File: config.mk
export PLATFORM = sky130hd
export DESIGN_NAME = fixed_step_tick_accumulator_unit
export DESIGN_NICKNAME = d
export VERILOG_FILES = /design/src/hdl/ftsa_pkg.sv /design/src/hdl/fixed_step_tick_accumulator_unit.sv /design/src/hdl/ftsa_front.sv /design/src/hdl/ftsa_div.sv /design/src/hdl/ftsa_back.sv
export SDC_FILE = /design/constraint.sdc
export NUM_CORES = 2
export LEC_CHECK = 0
export ABC_AREA = 1
export BUFFER_PORTS_ARGS = -buffer_cell sky130_fd_sc_hd__clkbuf_2
export CORE_UTILIZATION = 40
export DETAILED_ROUTE_END_ITERATION = 8
export MAX_ROUTING_LAYER = met4
export PLACE_DENSITY_LB_ADDON = 0.3
export SYNTH_ARGS = -nofsm -noshare
export SYNTH_HDL_FRONTEND = slang
export SYNTH_HIERARCHICAL = 1
export SYNTH_SLANG_ARGS = --single-unit
export TNS_END_PERCENT = 5
File: constraint.sdc
create_clock -name clk -period 18.6 [get_ports clk]
set_input_delay 3.72 -clock clk [delete_from_list [all_inputs] [get_ports clk]]
set_output_delay 3.72 -clock clk [all_outputs]
set_load 0.02 [all_outputs]
File: src/hdl/ftsa_pkg.sv
// Shared types and constants for the fixed-step tick accumulator.
package ftsa_pkg;

  localparam int unsigned STEP_W    = 20;
  localparam int unsigned CALLS_W   = 8;
  localparam int unsigned WINDOW_W  = 26;
  localparam int unsigned CFG_W     = 26;
  localparam int unsigned CFG_IDX_W = 2;
  localparam int unsigned DELTA_W   = 24;
  localparam int unsigned ACC_W     = 32;
  localparam int unsigned FRAMES_W  = 24;
  localparam int unsigned RATE_W    = 30;
  localparam int unsigned RATIO_W   = 15;

  localparam int unsigned Q_DEPTH   = 2;
  localparam int unsigned Q_PTR_W   = 1;
  localparam int unsigned Q_CNT_W   = 2;

  localparam int unsigned DIV_NUM_W = 56;
  localparam int unsigned DIV_DEN_W = 32;
  localparam int unsigned DIV_CNT_W = 6;

  localparam logic [CFG_IDX_W-1:0] REG_FIXED_STEP   = 2'd0;
  localparam logic [CFG_IDX_W-1:0] REG_MAX_CALLS    = 2'd1;
  localparam logic [CFG_IDX_W-1:0] REG_REPORT_WINDOW = 2'd2;

  localparam logic [STEP_W-1:0]   FIXED_STEP_RESET    = 20'd16667;
  localparam logic [CALLS_W-1:0]  MAX_CALLS_RESET     = 8'd5;
  localparam logic [WINDOW_W-1:0] REPORT_WINDOW_RESET = 26'd1000000;

  localparam logic [RATE_W-1:0]  RATE_LIMIT  = 30'd1000000000;
  localparam logic [RATIO_W-1:0] RATIO_LIMIT = 15'd25500;
  localparam logic [6:0]         RATIO_SCALE = 7'd100;

  typedef struct packed {
    logic [STEP_W-1:0]   fixed_step_us;
    logic [CALLS_W-1:0]  max_update_calls;
    logic [WINDOW_W-1:0] report_window_us;
  } cfg_t;

  typedef struct packed {
    logic               valid;
    logic [DELTA_W-1:0] delta;
  } fq_t;

  typedef struct packed {
    logic                 start;
    logic [DIV_NUM_W-1:0] num;
    logic [DIV_DEN_W-1:0] den;
  } div_req_t;

  typedef struct packed {
    logic                 done;
    logic [DIV_NUM_W-1:0] quo;
  } div_rsp_t;

endpackage

File: src/hdl/fixed_step_tick_accumulator_unit.sv
// Top level: config registers, input queue, executor and shared divider.
// A frame that closes the report window adds three 56-step divisions.
// Throughput: one frame at a time; the tick loop and the shared divider set the rate.
// The input queue takes up to two frames while the executor is busy.
// Reset: synchronous; registers take their defaults, statistics and window clear.
module fixed_step_tick_accumulator_unit (
  input  logic                            clk,
  input  logic                            rst,
  input  logic                            cfg_write,
  input  logic [ftsa_pkg::CFG_IDX_W-1:0]  cfg_index,
  input  logic [ftsa_pkg::CFG_W-1:0]      cfg_data,
  input  logic                            frame_valid,
  output logic                            frame_ready,
  input  logic [ftsa_pkg::DELTA_W-1:0]    frame_delta_us,
  output logic                            result_valid,
  input  logic                            result_ready,
  output logic [ftsa_pkg::CALLS_W-1:0]    tick_count,
  output logic [ftsa_pkg::DELTA_W-1:0]    min_frame_us,
  output logic [ftsa_pkg::DELTA_W-1:0]    max_frame_us,
  output logic                            report_valid,
  output logic [ftsa_pkg::DELTA_W-1:0]    avg_frame_us,
  output logic [ftsa_pkg::RATE_W-1:0]     avg_rate_millifps,
  output logic [ftsa_pkg::RATIO_W-1:0]    tick_ratio_pct
);

  ftsa_pkg::cfg_t     cfg;
  ftsa_pkg::fq_t      head;
  ftsa_pkg::div_req_t div_req;
  ftsa_pkg::div_rsp_t div_rsp;
  logic               pop;

  always_ff @(posedge clk) begin
    if (rst) begin
      cfg.fixed_step_us    <= ftsa_pkg::FIXED_STEP_RESET;
      cfg.max_update_calls <= ftsa_pkg::MAX_CALLS_RESET;
      cfg.report_window_us <= ftsa_pkg::REPORT_WINDOW_RESET;
    end else if (cfg_write) begin
      unique case (cfg_index)
        ftsa_pkg::REG_FIXED_STEP:
          cfg.fixed_step_us <= cfg_data[ftsa_pkg::STEP_W-1:0];
        ftsa_pkg::REG_MAX_CALLS:
          cfg.max_update_calls <= cfg_data[ftsa_pkg::CALLS_W-1:0];
        ftsa_pkg::REG_REPORT_WINDOW:
          cfg.report_window_us <= cfg_data[ftsa_pkg::WINDOW_W-1:0];
        default: begin
        end
      endcase
    end
  end

  ftsa_front u_front (
    .clk            (clk),
    .rst            (rst),
    .frame_valid    (frame_valid),
    .frame_ready    (frame_ready),
    .frame_delta_us (frame_delta_us),
    .pop            (pop),
    .head           (head)
  );

  ftsa_div u_div (
    .clk (clk),
    .rst (rst),
    .req (div_req),
    .rsp (div_rsp)
  );

  ftsa_back u_back (
    .clk               (clk),
    .rst               (rst),
    .cfg               (cfg),
    .head              (head),
    .pop               (pop),
    .div_req           (div_req),
    .div_rsp           (div_rsp),
    .result_valid      (result_valid),
    .result_ready      (result_ready),
    .tick_count        (tick_count),
    .min_frame_us      (min_frame_us),
    .max_frame_us      (max_frame_us),
    .report_valid      (report_valid),
    .avg_frame_us      (avg_frame_us),
    .avg_rate_millifps (avg_rate_millifps),
    .tick_ratio_pct    (tick_ratio_pct)
  );

endmodule

File: src/hdl/ftsa_front.sv
// Input side: accepts frame beats into a two-entry queue.
module ftsa_front (
  input  logic                          clk,
  input  logic                          rst,
  input  logic                          frame_valid,
  output logic                          frame_ready,
  input  logic [ftsa_pkg::DELTA_W-1:0]  frame_delta_us,
  input  logic                          pop,
  output ftsa_pkg::fq_t                 head
);

  logic [ftsa_pkg::DELTA_W-1:0] slot [ftsa_pkg::Q_DEPTH];
  logic [ftsa_pkg::Q_PTR_W-1:0] wr_ptr;
  logic [ftsa_pkg::Q_PTR_W-1:0] rd_ptr;
  logic [ftsa_pkg::Q_CNT_W-1:0] count;
  logic                         push;

  assign frame_ready = count != ftsa_pkg::Q_CNT_W'(ftsa_pkg::Q_DEPTH);
  assign push        = frame_valid && frame_ready;
  assign head.valid  = count != '0;
  assign head.delta  = slot[rd_ptr];

  always_ff @(posedge clk) begin
    if (rst) begin
      wr_ptr <= '0;
      rd_ptr <= '0;
      count  <= '0;
    end else begin
      if (push) begin
        slot[wr_ptr] <= frame_delta_us;
        wr_ptr       <= wr_ptr + 1'b1;
      end
      if (pop) begin
        rd_ptr <= rd_ptr + 1'b1;
      end
      if (push && !pop) begin
        count <= count + 1'b1;
      end else if (!push && pop) begin
        count <= count - 1'b1;
      end
    end
  end

  a_push_grows: assert property (@(posedge clk) disable iff (rst)
    (push && !pop) |=> count == $past(count) + 1'b1)
    else $error("queue count did not grow on push");

endmodule

File: src/hdl/ftsa_div.sv
// Shared restoring divider, one quotient bit per cycle.
module ftsa_div (
  input  logic                clk,
  input  logic                rst,
  input  ftsa_pkg::div_req_t  req,
  output ftsa_pkg::div_rsp_t  rsp
);

  logic                             busy;
  logic                             done;
  logic [ftsa_pkg::DIV_CNT_W-1:0]   cnt;
  logic [ftsa_pkg::DIV_NUM_W-1:0]   nq;
  logic [ftsa_pkg::DIV_DEN_W-1:0]   rem;
  logic [ftsa_pkg::DIV_DEN_W-1:0]   den;
  logic [ftsa_pkg::DIV_DEN_W:0]     shifted;
  logic [ftsa_pkg::DIV_DEN_W:0]     diff;
  logic                             fits;

  always_comb begin
    shifted = {rem, nq[ftsa_pkg::DIV_NUM_W-1]};
    fits    = shifted >= {1'b0, den};
    diff    = shifted - {1'b0, den};
  end

  assign rsp.done = done;
  assign rsp.quo  = nq;

  always_ff @(posedge clk) begin
    if (rst) begin
      busy <= 1'b0;
      done <= 1'b0;
      cnt  <= '0;
    end else begin
      done <= !req.start && busy && (cnt == ftsa_pkg::DIV_CNT_W'(1));
      if (req.start) begin
        nq   <= req.num;
        den  <= req.den;
        rem  <= '0;
        cnt  <= ftsa_pkg::DIV_CNT_W'(ftsa_pkg::DIV_NUM_W);
        busy <= 1'b1;
      end else if (busy) begin
        rem <= fits ? diff[ftsa_pkg::DIV_DEN_W-1:0] : shifted[ftsa_pkg::DIV_DEN_W-1:0];
        nq  <= {nq[ftsa_pkg::DIV_NUM_W-2:0], fits};
        cnt <= cnt - 1'b1;
        if (cnt == ftsa_pkg::DIV_CNT_W'(1)) begin
          busy <= 1'b0;
        end
      end
    end
  end

  a_last_step_done: assert property (@(posedge clk) disable iff (rst)
    (busy && !req.start && cnt == ftsa_pkg::DIV_CNT_W'(1)) |=> (done && !busy))
    else $error("divider did not finish after last step");

endmodule

File: src/hdl/ftsa_back.sv
// Execution side: tick loop, frame statistics, window report sequencing.
module ftsa_back (
  input  logic                           clk,
  input  logic                           rst,
  input  ftsa_pkg::cfg_t                 cfg,
  input  ftsa_pkg::fq_t                  head,
  output logic                           pop,
  output ftsa_pkg::div_req_t             div_req,
  input  ftsa_pkg::div_rsp_t             div_rsp,
  output logic                           result_valid,
  input  logic                           result_ready,
  output logic [ftsa_pkg::CALLS_W-1:0]   tick_count,
  output logic [ftsa_pkg::DELTA_W-1:0]   min_frame_us,
  output logic [ftsa_pkg::DELTA_W-1:0]   max_frame_us,
  output logic                           report_valid,
  output logic [ftsa_pkg::DELTA_W-1:0]   avg_frame_us,
  output logic [ftsa_pkg::RATE_W-1:0]    avg_rate_millifps,
  output logic [ftsa_pkg::RATIO_W-1:0]   tick_ratio_pct
);

  typedef enum logic [2:0] {
    ST_IDLE,
    ST_TICK,
    ST_STAT,
    ST_PREP,
    ST_DIV_FRAME,
    ST_DIV_RATE,
    ST_DIV_RATIO,
    ST_OUT
  } state_t;

  localparam int unsigned RATE_PROD_W  = ftsa_pkg::FRAMES_W + ftsa_pkg::RATE_W;
  localparam int unsigned RATIO_PROD_W = ftsa_pkg::ACC_W + 7;

  state_t                          state;
  logic [ftsa_pkg::ACC_W-1:0]      acc;
  logic [ftsa_pkg::DELTA_W-1:0]    delta;
  logic [ftsa_pkg::CALLS_W-1:0]    ticks;
  logic [ftsa_pkg::DELTA_W-1:0]    shortest;
  logic [ftsa_pkg::DELTA_W-1:0]    longest;
  logic [ftsa_pkg::ACC_W-1:0]      wtime;
  logic [ftsa_pkg::FRAMES_W-1:0]   wframes;
  logic [ftsa_pkg::ACC_W-1:0]      wticks;
  logic                            report;
  logic [ftsa_pkg::DELTA_W-1:0]    avg_frame;
  logic [ftsa_pkg::RATE_W-1:0]     avg_rate;
  logic [ftsa_pkg::RATIO_W-1:0]    ratio;
  logic [RATE_PROD_W-1:0]          rate_prod;
  logic [RATIO_PROD_W-1:0]         ratio_prod;

  logic [ftsa_pkg::ACC_W-1:0]      step32;
  logic [ftsa_pkg::ACC_W-1:0]      wtime_next;
  logic [ftsa_pkg::FRAMES_W-1:0]   wframes_next;
  logic                            report_next;
  logic [RATE_PROD_W-1:0]          rate_prod_next;
  logic [RATIO_PROD_W-1:0]         ratio_prod_next;

  function automatic logic [ftsa_pkg::ACC_W-1:0] sat_add(
    input logic [ftsa_pkg::ACC_W-1:0] a,
    input logic [ftsa_pkg::ACC_W-1:0] b
  );
    logic [ftsa_pkg::ACC_W:0] s;
    s = {1'b0, a} + {1'b0, b};
    return s[ftsa_pkg::ACC_W] ? '1 : s[ftsa_pkg::ACC_W-1:0];
  endfunction

  always_comb begin
    step32          = ftsa_pkg::ACC_W'(cfg.fixed_step_us);
    wtime_next      = sat_add(wtime, ftsa_pkg::ACC_W'(delta));
    wframes_next    = (wframes == '1) ? wframes : wframes + 1'b1;
    report_next     = wtime_next >= ftsa_pkg::ACC_W'(cfg.report_window_us);
    rate_prod_next  = RATE_PROD_W'(wframes) * RATE_PROD_W'(ftsa_pkg::RATE_LIMIT);
    ratio_prod_next = RATIO_PROD_W'(wticks) * RATIO_PROD_W'(ftsa_pkg::RATIO_SCALE);
  end

  assign pop = (state == ST_IDLE) && head.valid;

  always_ff @(posedge clk) begin
    if (rst) begin
      state         <= ST_IDLE;
      result_valid  <= 1'b0;
      div_req.start <= 1'b0;
      acc           <= '0;
      shortest      <= '1;
      longest       <= '0;
      wtime         <= '0;
      wframes       <= '0;
      wticks        <= '0;
      report        <= 1'b0;
    end else begin
      div_req.start <= (state == ST_PREP) ||
                       ((state == ST_DIV_FRAME || state == ST_DIV_RATE) && div_rsp.done);
      if (result_valid && result_ready && state != ST_OUT) begin
        result_valid <= 1'b0;
      end
      unique case (state)
        ST_IDLE: begin
          if (head.valid) begin
            delta <= head.delta;
            acc   <= sat_add(acc, ftsa_pkg::ACC_W'(head.delta));
            ticks <= '0;
            state <= ST_TICK;
          end
        end
        ST_TICK: begin
          if (acc > step32 && ticks < cfg.max_update_calls) begin
            acc   <= acc - step32;
            ticks <= ticks + 1'b1;
          end else begin
            state <= ST_STAT;
          end
        end
        ST_STAT: begin
          if (delta < shortest) begin
            shortest <= delta;
          end
          if (delta > longest) begin
            longest <= delta;
          end
          wtime     <= wtime_next;
          wframes   <= wframes_next;
          wticks    <= sat_add(wticks, ftsa_pkg::ACC_W'(ticks));
          report    <= report_next;
          avg_frame <= '0;
          avg_rate  <= '0;
          ratio     <= '0;
          state     <= report_next ? ST_PREP : ST_OUT;
        end
        ST_PREP: begin
          rate_prod     <= rate_prod_next;
          ratio_prod    <= ratio_prod_next;
          div_req.num   <= ftsa_pkg::DIV_NUM_W'(wtime);
          div_req.den   <= ftsa_pkg::DIV_DEN_W'(wframes);
          state         <= ST_DIV_FRAME;
        end
        ST_DIV_FRAME: begin
          if (div_rsp.done) begin
            avg_frame     <= (|div_rsp.quo[ftsa_pkg::DIV_NUM_W-1:ftsa_pkg::DELTA_W]) ?
                             '1 : div_rsp.quo[ftsa_pkg::DELTA_W-1:0];
            div_req.num   <= ftsa_pkg::DIV_NUM_W'(rate_prod);
            div_req.den   <= wtime;
            state         <= ST_DIV_RATE;
          end
        end
        ST_DIV_RATE: begin
          if (div_rsp.done) begin
            avg_rate      <= (div_rsp.quo > ftsa_pkg::DIV_NUM_W'(ftsa_pkg::RATE_LIMIT)) ?
                             ftsa_pkg::RATE_LIMIT : div_rsp.quo[ftsa_pkg::RATE_W-1:0];
            div_req.num   <= ftsa_pkg::DIV_NUM_W'(ratio_prod);
            div_req.den   <= ftsa_pkg::DIV_DEN_W'(wframes);
            state         <= ST_DIV_RATIO;
          end
        end
        ST_DIV_RATIO: begin
          if (div_rsp.done) begin
            ratio   <= (div_rsp.quo > ftsa_pkg::DIV_NUM_W'(ftsa_pkg::RATIO_LIMIT)) ?
                       ftsa_pkg::RATIO_LIMIT : div_rsp.quo[ftsa_pkg::RATIO_W-1:0];
            wtime   <= '0;
            wframes <= '0;
            wticks  <= '0;
            state   <= ST_OUT;
          end
        end
        ST_OUT: begin
          if (!result_valid || result_ready) begin
            result_valid      <= 1'b1;
            tick_count        <= ticks;
            min_frame_us      <= shortest;
            max_frame_us      <= longest;
            report_valid      <= report;
            avg_frame_us      <= avg_frame;
            avg_rate_millifps <= avg_rate;
            tick_ratio_pct    <= ratio;
            state             <= ST_IDLE;
          end
        end
        default: state <= ST_IDLE;
      endcase
    end
  end

  a_prep_on_report: assert property (@(posedge clk) disable iff (rst)
    (state == ST_PREP) |-> report)
    else $error("division started without a closed window");

  a_window_cleared: assert property (@(posedge clk) disable iff (rst)
    (state == ST_DIV_RATIO && div_rsp.done) |=> (state == ST_OUT && wframes == '0))
    else $error("window not cleared after report");

endmodule

* Yosys cells after proc, flatten, opt, wreduce, memory -nomap -nowiden *
Memories as Yosys holds them, arrays and structs flattened. A register that Yosys moved wholly into a read port is not among the register bits.
Index checks and enable logic that the tools add are counted.

word-level totals
  flip-flop bits (word level) = 757
  memory bits (writable) = 48
  bits of input ports = 57
  output and inout bits = 128
  word-level logic and storage cells = 186
  memories = 1

memories
  name          depth  bits a word  rd ports  clocked after Yosys merged registers in  write ports  RTL line          text
  u_front.slot  2      24           1         1                                        1            ftsa_front.sv:12  logic [ftsa_pkg::DELTA_W-1:0] slot [ftsa_pkg::Q_DEPTH];

operators by class
  add/subtract/negate cells = 12
  multiply operators = 2
  magnitude comparators = 8
  equality and inequality tests = 21
  mux-type cells = 54
  bitwise logic cells = 1
  reduce and logical (&&, ||, !) cells = 48

operators with widths
  cell                      count
  $pmux W88 S3              1
  $mux W32                  8
  $pmux W32 S2              3
  $mux W88                  2
  $mux W56                  2
  $mux W24                  4
  $pmux W24 S2              2
  $add A32 B24 Y33          2
  $mux W30                  2
  $pmux W30 S2              1
  $gt A56 B15 Y1 const B    1
  $gt A56 B30 Y1 const B    1
  $mul A24 B21 Y45 const B  1
  $mul A32 B5 Y37 const B   1
  $add A32 B8 Y33           1
  $ge A33 B32 Y1            1
  $ge A32 B26 Y1            1
  $gt A32 B20 Y1            1
  $reduce_or A32 Y1         1
  $sub A32 B20 Y32          1
  $sub A32 B32 Y32          1
  $mux W15                  2
  $pmux W15 S2              1
  $add A24 B1 Y24 const B   1
  38 further kinds          104

* Depth between registers and ports, before layout *
  word-level depth = 6
  mapped depth = 32
  mapped depth without buffers = 31

* Cells and area by module *
The synthesis kept the hierarchy.

by module, submodules not included
  module                            times used  cells each  area an instance (sq um)  seq. area each (sq um)
  ftsa_back                         1           4750        42311.8                   15344.7
  ftsa_div                          1           1097        8190.4                    3763.6
  fixed_step_tick_accumulator_unit  1           320         2215.9                    1081.0
  ftsa_front                        1           110         2075.7                    1541.5

* Least setup slack after synthesis *
Ideal clock, no wire load.

  path type = input-to-reg
  start = in rst
  end = reg u_back/avg_frame_us[0] (netlist bit), enable pin
  setup time = 767 ps
  arrival time = 12612 ps
  required time = 17833 ps
  setup slack = 5221 ps
  stages on the path = 3
  path buffers = 2
  path through = clkbuf_1 -> clkbuf_1 -> nor3_1

between the ends
  longest elaborated chain between the ends = 2

RTL lines
  element                             RTL line                               text
  start: declaration                  fixed_step_tick_accumulator_unit.sv:8  input logic rst,
  $not A1 Y1 (no source line)         --
  $reduce_and A3 Y1 (no source line)  --
  end signal: assignment              ftsa_back.sv:171                       avg_frame_us <= avg_frame;
  end: declaration                    ftsa_back.sv:16                        output logic [ftsa_pkg::DELTA_W-1:0] avg_frame_us,

Every way passes these cells.
A chain may end at the register's enable or synchronous reset.

* Final worst setup path *
  start = reg u_back/wframes[2] (netlist bit)
  end = reg u_back.rate_prod[42], data pin

between the ends
  longest elaborated chain between the ends = 1

RTL lines
  element                              RTL line          text
  start: declaration                   ftsa_back.sv:42   logic [ftsa_pkg::FRAMES_W-1:0] wframes;
  start signal: assignment             ftsa_back.sv:121  wframes <= wframes_next;
  $mul A24 B21 Y45                     ftsa_back.sv:72   rate_prod_next = RATE_PROD_W'(wframes) * RATE_PROD_W'(ftsa_pkg::RATE_LIMIT);
  named net u_back.rate_prod_next[42]  ftsa_back.sv:55   logic [RATE_PROD_W-1:0] rate_prod_next;
  end signal: assignment               ftsa_back.sv:130  rate_prod <= rate_prod_next;
  end: declaration                     ftsa_back.sv:48   logic [RATE_PROD_W-1:0] rate_prod;

The timed path passes the listed nets, and every way through them passes these cells.

==> report_table.html <==
<table>
<tr><th>Metric</th><th>Value</th></tr>
<tr><th colspan="2">Setup path</th></tr>
<tr><td>Critical Path Most Common Cell</td><td>sky130_fd_sc_hd__fa_1</td></tr>
<tr><td>CP endpoint kind</td><td>flop</td></tr>
<tr><td>FF-to-FF Start</td><td>u_back/wframes[2]</td></tr>
<tr><td>Crit start category</td><td>flop</td></tr>
<tr><td>List of cells traversed by the critical path</td><td>inv_1, fa_1, fa_1, fa_1, inv_1, fa_1, fa_1, fa_1, inv_1, fa_1, inv_1, ha_1, nand2_1, nor2_1, nand2_1, nor4_1, a21oi_1, o21ai_0, nand2_1, nand2_1, xor2_1</td></tr>
<tr><td>Worst-case register-to-register setup slack</td><td>11,580 ps</td></tr>
<tr><td>Reg-to-reg endpoint</td><td>u_back/rate_prod[42]</td></tr>
<tr><td>Critical Path Source</td><td>u_back/wframes[2]</td></tr>
<tr><td>Slowest-stage cell, CP</td><td>sky130_fd_sc_hd__dfxtp_1</td></tr>
<tr><td>Depth of the most critical reg-to-reg path</td><td>21</td></tr>
<tr><td>Worst path arrival time</td><td>7490 ps</td></tr>
<tr><td>Maximum fanout encountered on the critical timing path</td><td>9</td></tr>
<tr><td>Max stage delay on crit path</td><td>590 ps</td></tr>
<tr><td>Path type of the worst setup path</td><td>flop to flop</td></tr>
<tr><td>WP data required</td><td>19,070 ps</td></tr>
<tr><th colspan="2">CTS</th></tr>
<tr><td>Max Buffers Root-to-Sink</td><td>3</td></tr>
<tr><td>Number of gates resized after cts</td><td>0</td></tr>
<tr><td>Post-CTS Hold Buffers</td><td>0</td></tr>
<tr><td>Count of clock tree sinks</td><td>804</td></tr>
<tr><td>TritonCTS clock tree</td><td>done</td></tr>
<tr><td>Setup Buffers After CTS</td><td>0</td></tr>
<tr><td>Number of buffers inserted during clock tree synthesis</td><td>90</td></tr>
<tr><td>Clock latency at the later pin of the worst-skew pair</td><td>720 ps</td></tr>
<tr><td>Clock root cell</td><td>sky130_fd_sc_hd__clkbuf_16</td></tr>
<tr><td>Number of levels in the clock H-tree</td><td>3</td></tr>
<tr><td>Clock transition at path regs</td><td>60 ps</td></tr>
<tr><th colspan="2">Detailed routing</th></tr>
<tr><td>Violation count after the first detailed-routing iteration</td><td>3,479</td></tr>
<tr><td>Routed Wire Length</td><td>164 mm</td></tr>
<tr><td>Number of DRC violations after detailed routing</td><td>0</td></tr>
<tr><td>TritonRoute pass-1 iters</td><td>6</td></tr>
<tr><td>Average vias per placed instance</td><td>5.13</td></tr>
<tr><td>Count of nets left with antenna violations after detail routing</td><td>0</td></tr>
<tr><td>Detailed-route via count</td><td>42,600</td></tr>
<tr><td>Routed wire length per instance</td><td>19.8 um</td></tr>
<tr><th colspan="2">Global route</th></tr>
<tr><td>Aggregate global routing overflow</td><td>0</td></tr>
<tr><td>Via count of the first global-routing pass</td><td>41,900</td></tr>
<tr><td>Overall routing resource usage</td><td>24.6%</td></tr>
<tr><td>Number of antenna violations at the first check in global routing</td><td>2</td></tr>
<tr><td>Global-route wire length before repair</td><td>251 mm</td></tr>
<tr><td>Maximum number of pins on one net before global-route repair</td><td>70</td></tr>
<tr><th colspan="2">STA</th></tr>
<tr><td>Minimum clock period</td><td>7020 ps</td></tr>
<tr><td>FMAX</td><td>142 MHz</td></tr>
<tr><td>Worst slew margin relative to its limit</td><td>21.1%</td></tr>
<tr><td>Worst-case clock skew</td><td>38.8 ps</td></tr>
<tr><td>Final setup violation count</td><td>0</td></tr>
<tr><td>Worst hold slack after final layout</td><td>408 ps</td></tr>
<tr><td>Min setup slack post-route</td><td>11,580 ps</td></tr>
<tr><td>Final setup TNS</td><td>0 ps</td></tr>
<tr><td>Slew at the pin closest to its max-slew limit</td><td>1180 ps</td></tr>
<tr><td>Unrepaired setup endpoints after global routing</td><td>no</td></tr>
<tr><td>Final hold viol count</td><td>0</td></tr>
<tr><td>Slew Limit Fails</td><td>0</td></tr>
<tr><td>Final Cycle Share</td><td>37.8%</td></tr>
<tr><th colspan="2">Final layout</th></tr>
<tr><td>Non-filler instance count after layout</td><td>8,308</td></tr>
<tr><td>Total Nets Final</td><td>7,286</td></tr>
<tr><td>Fraction of the core area covered by cells at the end of the flow</td><td>44.7%</td></tr>
<tr><td>Synth-to-layout area growth</td><td>10.7%</td></tr>
<tr><td>Share of cells above drive strength 1</td><td>7.69%</td></tr>
<tr><td>Inserted Diodes</td><td>0</td></tr>
<tr><th colspan="2">Yosys</th></tr>
<tr><td>EDFF count, synth</td><td>563</td></tr>
<tr><td>Primary FF master, synth</td><td>sky130_fd_sc_hd__edfxtp_1</td></tr>
<tr><td>Combined area of all synthesized cells</td><td>54,800 sq um</td></tr>
<tr><td>Yosys warns</td><td>6</td></tr>
<tr><td>Sequential area share after synthesis</td><td>39.7%</td></tr>
<tr><td>Post-synthesis instance total</td><td>6,277</td></tr>
<tr><td>Post-synthesis area per instance</td><td>8.73 sq um</td></tr>
<tr><td>Distinct cell type count of the synthesized netlist</td><td>73</td></tr>
<tr><td>Ys async rst share</td><td>0%</td></tr>
<tr><td>Count of state elements after synthesis</td><td>804</td></tr>
<tr><th colspan="2">Min path</th></tr>
<tr><td>Hold/Removal Path Class</td><td>flop to flop</td></tr>
<tr><td>Number of cells on the worst hold path</td><td>0</td></tr>
<tr><td>Beginning of the worst hold path</td><td>u_back/ratio[4]</td></tr>
<tr><td>Endpoint, Worst Hold</td><td>u_back/tick_ratio_pct[4]</td></tr>
<tr><th colspan="2">Floorplan</th></tr>
<tr><td>Horiz. Die Dim</td><td>372 um</td></tr>
<tr><td>Core footprint</td><td>136,000 sq um</td></tr>
<tr><td>Std-Cell Rows</td><td>135</td></tr>
<tr><td>Initial core utilization</td><td>40.4%</td></tr>
<tr><td>Area of the die</td><td>138,000 sq um</td></tr>
<tr><td>Chip Height</td><td>372 um</td></tr>
<tr><td>I/O pin count</td><td>185</td></tr>
<tr><th colspan="2">Place</th></tr>
<tr><td>PortBufs</td><td>184</td></tr>
<tr><td>Gpl congestion</td><td>0.996</td></tr>
<tr><td>Estimated wirelength of the detail-placed design</td><td>131 mm</td></tr>
<tr><td>DP Cell Count</td><td>8,140</td></tr>
<tr><td>Post-place setup slack</td><td>11,650 ps</td></tr>
<tr><th colspan="2">Flow run</th></tr>
<tr><td>Max capacitance violation total</td><td>0</td></tr>
<tr><th colspan="2">Power and ir drop</th></tr>
<tr><td>Leakage power summed over all cells</td><td>28.5 nW</td></tr>
<tr><td>Pwr/cell area</td><td>101 nW/um^2</td></tr>
<tr><td>Peak supply drop</td><td>0.0680 mV</td></tr>
<tr><th colspan="2">Status</th></tr>
<tr><td>Status</td><td>finished clean</td></tr>
</table>
## sequential cells by signal, summed over array words and instances, names as in the netlist, 37 cells and up, named ones only
register           cells
cfg                   54
u_back/div_req        87
u_back/rate_prod      45
u_back/ratio_prod     37
u_div/nq              56
u_front/slot          48
## layout make-up
cell class / count / area [sq um]
Clock buffer: 108 / 2390
Tap cell: 1781 / 2230
Multi-Input combinational cell: 4186 / 28100
Clock inverter: 60 / 703
Fill cell: 13100 / 75000
Timing Repair Buffer: 217 / 1170
Inverter: 1152 / 4320
Sequential cell: 804 / 21700
## where the power goes
group / internal (mW) / switching (mW) / leakage, nW
logic: 0.655 / 1.31 / 19.9
clock network: 1.06 / 0.796 / 1.47
registers: 2.16 / 0.188 / 7.12
## worst max-delay path, delay by kind of cell, from the launching register on
kind | cells | cell delay [ps]
flops | 1 | 590
compound gates | 2 | 600
buf+inv | 4 | 400
simple gates | 6 | 1030
fa+ha+maj | 8 | 4110
xor+xnor | 1 | 60
## through the flow
step | total power [mW] | area [sq um]
global route | 6.53 | 60700
finish | 6.16 | 60700
detailed placement | 4.31 | 57600
floorplan | 3.73 | 54800
CTS | 6.18 | 60700
global placement | 4.28 | 57600
## logic make-up (layout without fill, tap and decap cells)
logic type | after synthesis | after routing | share of synthesized area (%)
DFF | 804 | 804 | 39.7
and+or+nand+nor | 2361 | 2361 | 18.1
xor gates and xnor gates | 160 | 160 | 2.56
buffers and inverters | 1288 | 1537 | 9.13
AOI/OAI and AO/OA | 861 | 861 | 8.64
other | 1 | 2 | 0.00684
adders and majority gates | 778 | 778 | 21.3
muxes | 24 | 24 | 0.630
## routing by layer
metal / track usage (%) / vias to the layer above / routed length, um
li1: - / 20700 / -
met1: 32.5 / 20400 / 73700
met2: 38.6 / 1160 / 75300
met3: 3.67 / 245 / 9970
met4: 8.51 / 0 / 5520
met5: - / - / 0
## cell usage after synthesis, types with 6 or more instances
cell / n / area (sq um)
sky130_fd_sc_hd__a31oi_1: 31 / 194
sky130_fd_sc_hd__nand4_1: 66 / 413
sky130_fd_sc_hd__nand2_2: 14 / 87.6
sky130_fd_sc_hd__o31ai_1: 8 / 60.1
sky130_fd_sc_hd__a211oi_1: 7 / 52.6
sky130_fd_sc_hd__buf_6: 9 / 101
sky130_fd_sc_hd__inv_1: 1140 / 4280
sky130_fd_sc_hd__nor3_1: 55 / 275
sky130_fd_sc_hd__xnor2_1: 56 / 490
sky130_fd_sc_hd__dfxtp_1: 241 / 4820
sky130_fd_sc_hd__xor2_1: 104 / 911
sky130_fd_sc_hd__buf_2: 20 / 100
sky130_fd_sc_hd__a21oi_1: 453 / 2270
sky130_fd_sc_hd__o21a_1: 13 / 97.6
sky130_fd_sc_hd__nand3_1: 237 / 1190
sky130_fd_sc_hd__and2_1: 8 / 50.1
sky130_fd_sc_hd__clkbuf_1: 84 / 315
sky130_fd_sc_hd__nor4_1: 24 / 150
sky130_fd_sc_hd__fa_1: 256 / 5120
sky130_fd_sc_hd__or2_2: 24 / 150
sky130_fd_sc_hd__o21ai_0: 236 / 1180
sky130_fd_sc_hd__nor2_1: 486 / 1820
sky130_fd_sc_hd__a22o_1: 7 / 61.3
sky130_fd_sc_hd__nor2_2: 10 / 62.6
sky130_fd_sc_hd__nand3_2: 7 / 70.1
sky130_fd_sc_hd__edfxtp_1: 563 / 16900
sky130_fd_sc_hd__o211ai_1: 20 / 150
sky130_fd_sc_hd__o22ai_1: 10 / 62.6
sky130_fd_sc_hd__o21ai_1: 10 / 50.1
sky130_fd_sc_hd__buf_4: 11 / 82.6
sky130_fd_sc_hd__a21o_1: 20 / 150
sky130_fd_sc_hd__inv_2: 11 / 41.3
sky130_fd_sc_hd__and3_1: 13 / 81.3
sky130_fd_sc_hd__mux2_4: 20 / 300
sky130_fd_sc_hd__a221oi_1: 6 / 52.6
sky130_fd_sc_hd__nand2_1: 1375 / 5160
sky130_fd_sc_hd__ha_1: 522 / 6530
sky130_fd_sc_hd__nand3b_1: 20 / 150
sky130_fd_sc_hd__o21bai_1: 15 / 113
sky130_fd_sc_hd__buf_1: 9 / 33.8
## cell usage in the layout (no fill, tap or decap), drive strengths merged, types with 7 or more instances in the layout
| cell | synthesis | final |
|---|---|---|
| fa | 256 | 256 |
| edfxtp | 563 | 563 |
| o21a | 13 | 13 |
| clkbuf | 85 | 291 |
| o211ai | 20 | 20 |
| nand4 | 66 | 66 |
| a211oi | 7 | 7 |
| nor3 | 61 | 61 |
| o21ai | 250 | 250 |
| or2 | 25 | 25 |
| a21oi | 457 | 457 |
| nand2 | 1392 | 1392 |
| o22ai | 10 | 10 |
| buf | 51 | 34 |
| bufinv | 0 | 9 |
| nand3 | 246 | 246 |
| nand3b | 20 | 20 |
| o21bai | 15 | 15 |
| nor4 | 25 | 25 |
| xor2 | 104 | 104 |
| dfxtp | 241 | 241 |
| a22o | 7 | 7 |
| and2 | 8 | 8 |
| inv | 1151 | 1154 |
| mux2 | 24 | 24 |
| a21o | 20 | 20 |
| xnor2 | 56 | 56 |
| clkinvlp | 0 | 13 |
| and3 | 13 | 13 |
| nor2 | 502 | 502 |
| ha | 522 | 522 |
| a31oi | 32 | 32 |
| o31ai | 8 | 8 |
| clkinv | 1 | 36 |
## worst max path at each step
stage | endpoint | slack (ps)
final | u_back/rate_prod[42] | 11580
after floorplan | u_back/avg_frame_us[0] | 5220
after global placement | u_back/rate_prod[42] | 11810
after CTS | u_back/rate_prod[42] | 11650
after global routing | u_back/rate_prod[42] | 11120
after detailed placement | u_back/rate_prod[42] | 11650
Note: power is estimated with default switching activity, not from simulation.
